## src/rtl/wit_ram.sv

```systemverilog
// ----------------------------------------------------------------------------
// wit_ram
// generic simple dual port ram, one write and one registered read port
// ----------------------------------------------------------------------------
module wit_ram #(
    parameter int WIDTH = 8,
    parameter int DEPTH = 16
) (
    input  logic                     i_clk,
    input  logic                     i_wr_en,
    input  logic [$clog2(DEPTH)-1:0] i_wr_addr,
    input  logic [WIDTH-1:0]         i_wr_data,
    input  logic                     i_rd_en,
    input  logic [$clog2(DEPTH)-1:0] i_rd_addr,
    output logic [WIDTH-1:0]         o_rd_data
);

    logic [WIDTH-1:0] r_mem [DEPTH];
    logic [WIDTH-1:0] r_rd_data;

    always_ff @(posedge i_clk) begin
        if (i_wr_en) begin
            r_mem[i_wr_addr] <= i_wr_data;
        end
        if (i_rd_en) begin
            r_rd_data <= r_mem[i_rd_addr];
        end
    end

    assign o_rd_data = r_rd_data;

endmodule

```

## config.mk

```make
export PLATFORM = sky130hd
export DESIGN_NAME = wit_ram
export DESIGN_NICKNAME = d
export VERILOG_FILES = /design/src/rtl/wit_ram.sv
export SDC_FILE = /design/constraint.sdc
export NUM_CORES = 1
export LEC_CHECK = 0
export ABC_AREA = 1
export ABC_CLOCK_PERIOD_IN_PS = 1150
export BUFFER_PORTS_ARGS = -buffer_cell sky130_fd_sc_hd__buf_2
export CORE_ASPECT_RATIO = 0.9
export CORE_UTILIZATION = 40
export CTS_CLUSTER_DIAMETER = 80
export CTS_CLUSTER_SIZE = 8
export DETAILED_ROUTE_END_ITERATION = 8
export PLACE_DENSITY = 0.64
export SKIP_LAST_GASP = 1
export SLEW_MARGIN = 15
export SYNTH_ARGS = -nofsm -noshare
export SYNTH_HDL_FRONTEND = slang
export SYNTH_SLANG_ARGS = --single-unit
```

## constraint.sdc

```tcl
create_clock -name i_clk -period 1.15 [get_ports i_clk]
set_input_delay 0.115 -clock i_clk [delete_from_list [all_inputs] [get_ports i_clk]]
set_output_delay 0.115 -clock i_clk [all_outputs]
set_load 0.02 [all_outputs]
```

== Word-level counts from Yosys, hierarchy flattened ==
Memories as Yosys holds them, arrays and structs flattened. A register that Yosys moved wholly into a read port is not among the register bits.
Cells that the tools add are included.

* Multiplexer cells: 2

{| class="wikitable"
|+ Operator list
! cell !! count
|-
| two-way mux 1 bit || 2
|}

* Bits in writable memories: 128
* Word-level logic and storage cells: 3
* Flip-flop bits (word level): 0
* Input bits: 19
* Memories kept: 1
* Output and inout port bits: 8

{| class="wikitable"
|+ Memories
! name !! words !! bits a word !! rd ports !! clocked after memory_dff !! write ports !! line !! text
|-
| r_mem || 16 || 8 || 1 || 1 || 1 || 18 || <nowiki>logic [WIDTH-1:0] r_mem [DEPTH];</nowiki>
|}

== Depth between registers and ports, before layout ==
Gate-level depths: netlist of the first run.

* Depth after elaboration: 2
* Depth in mapped cells: 8
* Mapped depth without buffers: 7

== Worst setup path after synthesis of the first run ==
No wires, ideal clock.

* Kind: input to register
* Start: input i_wr_addr[3]
* End: memory r_mem[4][0], enable pin
* Buffers on the path: 0
* Data arrival time: 0.696 ns
* Cell stages on the path: 2
* Library setup time: 0.370 ns
* Slack: 0.084 ns
* Data required time: 0.780 ns
* Cell sequence: nand3b_1 -> nor2_1

{| class="wikitable"
|+ RTL lines
! item !! line !! text
|-
| from (decl) || 11 || <nowiki>input logic [$clog2(DEPTH)-1:0] i_wr_addr,</nowiki>
|-
| to (decl) || 18 ||
|}

No word-level cell before the write port.

== Worst setup path in the final report of the first run ==
* Start: register r_rd_data[6] (netlist: o_rd_data[6]) (read register of r_mem)
* End: output o_rd_data[6]

{| class="wikitable"
|+ RTL lines
! item !! line !! text
|-
| from (decl) || 19 || <nowiki>logic [WIDTH-1:0] r_rd_data;</nowiki>
|-
| to (decl) || 15 || <nowiki>output logic [WIDTH-1:0] o_rd_data</nowiki>
|}

No word-level cell between the ends.

==> flow_summary.yaml, run 1 <==
logic_synthesis:
  syn_avg_cell_area_sq_um: 10.6
  synth_top_area_share_pct: 69.8
  synth_seq_cells: 136
  synthTopCellsByArea: "edfxtp_1 70%, nand2_1 11%, nand3_1 8.3%, inv_1 6.4%, buf_6 1.2%"
  syn_inst: 551
  yosysSeqAreaShare_pct: 69.8
  yosysWarnings: 0
  synth_top_area_cell: "edfxtp_1"
  synth.distinct_cells: 11
  synth.cell_area_sq_um: 5850
  syn_nets: 570
pwr:
  powerDensity_nw_per_um2: 1680
  peakVddDrop_uv: 899
  total_power_mw: 11.6
  p_leak_nw: 2.98
grt:
  track_usage_pct: 19.8
  grt_pass1_wl_mm: 21.2
  grt-ovfl-total: 0
  grt_start_max_net_pins: 49
  grt_pass1_vias: 3800
  antenna_found_initial: 0
cts:
  htree_levels: 4
  clk_pin_slew_worst_paths_ns: 0.06
  cts_hold_buf: 0
  clock_latency_ns: 0.41
  cts_tree: "yes"
  clock-sinks: 136
  postCtsSetupBuffers: 0
  cts_buffers: 17
  cts_buffer_depth: 2
  cts-root-buf: "clkbuf_16"
cells_and_area:
  n_antenna_cell: 0
  fin_nets: 619
  multi_input_area_sq_um: 1250
  finalInstanceArea_sq_um: 6930
  final_common_cell: "nand2_1"
  syn2layout_area_growth_pct: 18.6
  seqCellArea_sq_um: 4080
  layout-drive-gt1-share_pct: 14.2
  fillers: 1302
  final_cell_mix: "173 x nand2_1, 136 x edfxtp_1, 100 x inv_1, 89 x nand3_1"
  final_cells: 806
drt:
  vias_per_cell: 4.96
  drt-total-wl_mm: 13.7
  drt_iter0_drc: 534
  num_vias: 3995
  drc: 0
  ant_nets: 0
  wire_per_inst_um: 17.0
  drtPass1Iterations: 5
run:
  maxCapViolCount: 0
place:
  portBuffers: 26
  dp_hpwl_mm: 8.25
  placed_cells: 774
  dp_slack_ns: -0.188
  routabilityCongestion: 0.828
  placed_cell_area_sq_um: 6310
floorplanning:
  die_h_um: 117
  die-area_sq_um: 15100
  fp.dieW_um: 129
  rows: 41
  core_area_sq_um: 14200
  ios: 27
  start_util_pct: 41.3
worst_hold_path:
  min_to: "o_rd_data[3]$_DFFE_PP_"
  min_path_type: "in2reg"
  holdCritStartpoint: "i_rd_en"
  hold_depth: 1
sta:
  worstMarginPinSlew_ns: 0.607
  period_share_pct: 98.4
  grt_setup_unrepaired: "true"
  slew_viol_final: 0
  setup_ws_ns: 0.0189
  fmax_mhz: 884
  setup_viol: 0
  slew_headroom_pct: 59.5
  setup_tns_ns: 0
  skew_ns: 0.00496
  min_period_ns: 1.13
  finalHoldViolations: 0
worst_setup_path:
  worstPathMaxFanout: 1
  ff2ff_path_depth: 6
  r2r-end: "o_rd_data[5]$_DFFE_PP_"
  path_delay_family: "flip-flops"
  worstSetupEndpointType: "output port"
  criticalPathCategory: "reg2out"
  critPathMaxStageDelay_ns: 0.44
  start_kind: "flop"
  r2r_slack_ns: 0.04
  reg2reg_from: "r_mem[13][5]$_DFFE_PP_"
  cp.arrival_ns: 1.02
  crit_path_top_delay_cell: "edfxtp_1"
  crit_chain: "buf_6"
  crit_buf_inv: 1
  cp.required_ns: 1.03
status:
  status: "finished, final reports clean"
==> metrics by stage <==
step                      util, %  hold slack, ns
final                        49.0          0.0783
after detailed placement     44.6           0.505
after global routing         49.0          0.0662
after CTS                    48.6          0.0726
after global placement       44.6           0.505
after floorplan                 -           0.214
==> worst max path at each step <==
stage                                start                      to  slack (ns)  depth (start not counted)
floorplan                     i_wr_addr[3]   r_mem[4][0]$_DFFE_PP_        0.08                          2
global placement              i_rd_addr[0]  o_rd_data[6]$_DFFE_PP_       -0.15                          8
detailed placement            i_rd_addr[0]  o_rd_data[1]$_DFFE_PP_       -0.19                          8
CTS                 o_rd_data[6]$_DFFE_PP_            o_rd_data[6]       0.002                          1
global route         r_mem[6][6]$_DFFE_PP_  o_rd_data[6]$_DFFE_PP_       -0.04                          6
finish              o_rd_data[6]$_DFFE_PP_            o_rd_data[6]        0.02                          1
==> state kept, by name, indices dropped and copies added (netlist names) <==
| name | count |
|---|---|
| r_mem | 128 |
| o_rd_data | 8 |
==> metal layers <==
layer | up-vias | wire (um) | part of all wire [%] | track usage, %
met3 | 20 | 1090 | 8.0 | 5.27
met5 | - | 0 | 0 | 0
met2 | 166 | 6120 | 45 | 28.4
li1 | 1874 | - | - | -
met1 | 1935 | 6210 | 45 | 28.4
met4 | 0 | 259 | 1.9 | 8.45
==> cells by family after synthesis <==
group                  Yosys count  synth area share (%)
DFF                            136                  69.8
and+or+nand+nor                289                  20.8
buffers and inverters          126                  9.39
==> Yosys cell counts <==
master      n
nand2_1   173
buf_4       4
nand3b_1    2
buf_2      13
edfxtp_1  136
inv_2       2
inv_1     100
nand3_1    97
buf_1       1
buf_6       6
nor2_1     17
==> cell type report <==
class,instances,share of cell area [%]
Sequential cell,136,58.9
Multi-Input combinational cell,289,18.1
Clock buffer,20,6.30
Timing Repair Buffer,54,5.81
Inverter,102,5.52
Tap cell,193,3.48
Clock inverter,12,1.91
==> where the power goes <==
group | switching (mW) | leakage [nW] | internal, mW | total (mW)
Combinational | 0.519 | 1.48 | 0.234 | 0.752
Sequential | 0.0348 | 1.24 | 5.59 | 5.62
Clock | 1.91 | 0.269 | 3.35 | 5.27
Total | 2.47 | 2.98 | 9.18 | 11.6
==> repair_timing <==
action,in CTS,in global routing
pin swaps,0,2
endpoints found under the setup margin,1,8
resized for setup,2,10
cloned,0,0
No activity file was read; power rests on OpenSTA's default activity.
==> run 2: changes to the inputs <==
--- a/config.mk
+++ b/config.mk
@@ -6,7 +6,7 @@
 export NUM_CORES = 1
 export LEC_CHECK = 0
 export ABC_AREA = 1
-export ABC_CLOCK_PERIOD_IN_PS = 1150
+export ABC_CLOCK_PERIOD_IN_PS = 1360
 export BUFFER_PORTS_ARGS = -buffer_cell sky130_fd_sc_hd__buf_2
 export CORE_ASPECT_RATIO = 0.9
 export CORE_UTILIZATION = 40
==> constraint.sdc (replaced) <==
create_clock -name i_clk -period 1.36 [get_ports i_clk]
set_input_delay 0.136 -clock i_clk [delete_from_list [all_inputs] [get_ports i_clk]]
set_output_delay 0.136 -clock i_clk [all_outputs]
set_load 0.02 [all_outputs]
==> run 2 against run 1 <==
  * Flip-flop and latch count is the same
  * Critical path depth up 5
  * Power shrank 18%
  * Critical endpoint is now o_rd_data[5]$_DFFE_PP_
  * Largest power group unchanged
  * Highest routed layer unchanged
==> flow_summary.yaml, run 2 (synthesis gave the netlist of run 1 again) <==
sta:
  min_period_ns: 1.23
  worstMarginPinSlew_ns: 0.626
  hold_ws_ns: 0.0918
  grt_setup_unrepaired: "false"
  setup_viol: 0
  slew_viol_final: 0
  finalHoldViolations: 0
  fmax_mhz: 816
  skew_ns: 0.00729
  slew_headroom_pct: 58.2
  period_share_pct: 90.1
cells_and_area:
  largest_register: "r_mem"
  final_cell_mix: "173 x nand2_1, 136 x edfxtp_1, 100 x inv_1, 97 x nand3_1, 26 x buf_2"
  final_cells: 801
  fin_nets: 618
  syn2layout_area_growth_pct: 16.5
  seqCellArea_sq_um: 4080
  fillers: 1272
  post-route-util_pct: 48.1
  final_common_cell: "nand2_1"
  layout-drive-gt1-share_pct: 12.5
  multi_input_area_sq_um: 1210
  n_antenna_cell: 0
  largest_reg_flops: 128
place:
  dp_hpwl_mm: 8.51
  routabilityCongestion: 0.821
  portBuffers: 26
  placed_cells: 773
floorplanning:
  core_area_sq_um: 14200
  die-area_sq_um: 15100
  start_util_pct: 41.3
  rows: 41
  ios: 27
  die_h_um: 117
  fp.dieW_um: 129
worst_setup_path:
  crit_buf_inv: 1
  crit_path_frequent_cell: "nand3_1"
  cp.arrival_ns: 1.38
  cp.required_ns: 1.51
  worstSetupEndpointType: "flop"
  path_delay_family: "simple AND/OR/NAND/NOR gates"
  crit_path_top_delay_cell: "edfxtp_1"
  crit_chain: "inv_1, nand2_1, nand3_1, nand3_1, nand3_1, nand2_1"
  start_kind: "flop"
  worstPathMaxFanout: 1
  critPathMaxStageDelay_ns: 0.38
  criticalPathCategory: "reg2reg"
cts:
  cts_buffer_depth: 2
  htree_levels: 4
  post_cts_resized: 0
  clock-sinks: 136
  cts_tree: "yes"
  cts_buffers: 17
  clock_latency_ns: 0.41
  cts_hold_buf: 0
  cts-root-buf: "clkbuf_16"
  postCtsSetupBuffers: 0
  clk_pin_slew_worst_paths_ns: 0.05
worst_hold_path:
  min_path_type: "in2reg"
grt:
  grt-ovfl-total: 0
  grt_pass1_vias: 3773
  grt_start_max_net_pins: 33
  antenna_found_initial: 0
  track_usage_pct: 19.7
  grt_pass1_wl_mm: 21.0
drt:
  num_vias: 4008
  drc: 0
  drt-total-wl_mm: 13.6
  ant_nets: 0
  drtPass1Iterations: 6
  vias_per_cell: 5.00
  wire_per_inst_um: 17.0
  drt_iter0_drc: 489
pwr:
  p_leak_nw: 2.94
  peakVddDrop_uv: 722
  powerDensity_nw_per_um2: 1400
run:
  maxCapViolCount: 0
status:
  status: "finished, final reports clean"
==> run 2: final timing paths <==
kind                                       startpoint                      to  slack [ns]  cells after the start
worst max register to register  r_mem[9][5]$_DFFE_PP_  o_rd_data[5]$_DFFE_PP_        0.13                      6
worst min register to register  r_mem[0][6]$_DFFE_PP_  o_rd_data[6]$_DFFE_PP_        0.77                      6
worst min-delay path                          i_rd_en  o_rd_data[5]$_DFFE_PP_        0.09                      1
worst max-delay path            r_mem[9][5]$_DFFE_PP_  o_rd_data[5]$_DFFE_PP_        0.13                      6
==> run 2: routing by layer <==
metal | GRT usage [%] | wire length, um | vias to the layer above
met3 | 5.18 | 1160 | 17
li1 | - | - | 1871
met5 | 0 | 0 | -
met4 | 7.44 | 184 | 0
met2 | 30.3 | 6400 | 181
met1 | 26.9 | 5910 | 1939
==> run 2: final cells by class <==
| type | instances | area share (%) |
|---|---|---|
| Multi-Input combinational cell | 289 | 17.8 |
| Clock buffer | 21 | 6.46 |
| Inverter | 102 | 5.62 |
| Clock inverter | 7 | 1.19 |
| Timing Repair Buffer | 53 | 5.44 |
| Sequential cell | 136 | 59.9 |
| Tap cell | 193 | 3.54 |
==> run 2: power breakdown <==
group	switching [mW]	internal (mW)	leakage (nW)
Clock	1.52	2.62	0.255
Combinational	0.429	0.182	1.45
Sequential	0.0279	4.73	1.24
==> run 2: per-stage QoR <==
step / setup slack (ns) / setup TNS [ns] / power (mW) / cell area, sq um
floorplan: 0.273 / 0 / 5.19 / 5850
global placement: 0.0105 / 0 / 5.43 / 6290
detailed placement: -0.0187 / -0.0187 / 5.44 / 6290
CTS: 0.152 / 0 / 9.57 / 6810
global route: 0.0780 / 0 / 9.81 / 6810
finish: 0.134 / 0 / 9.51 / 6810
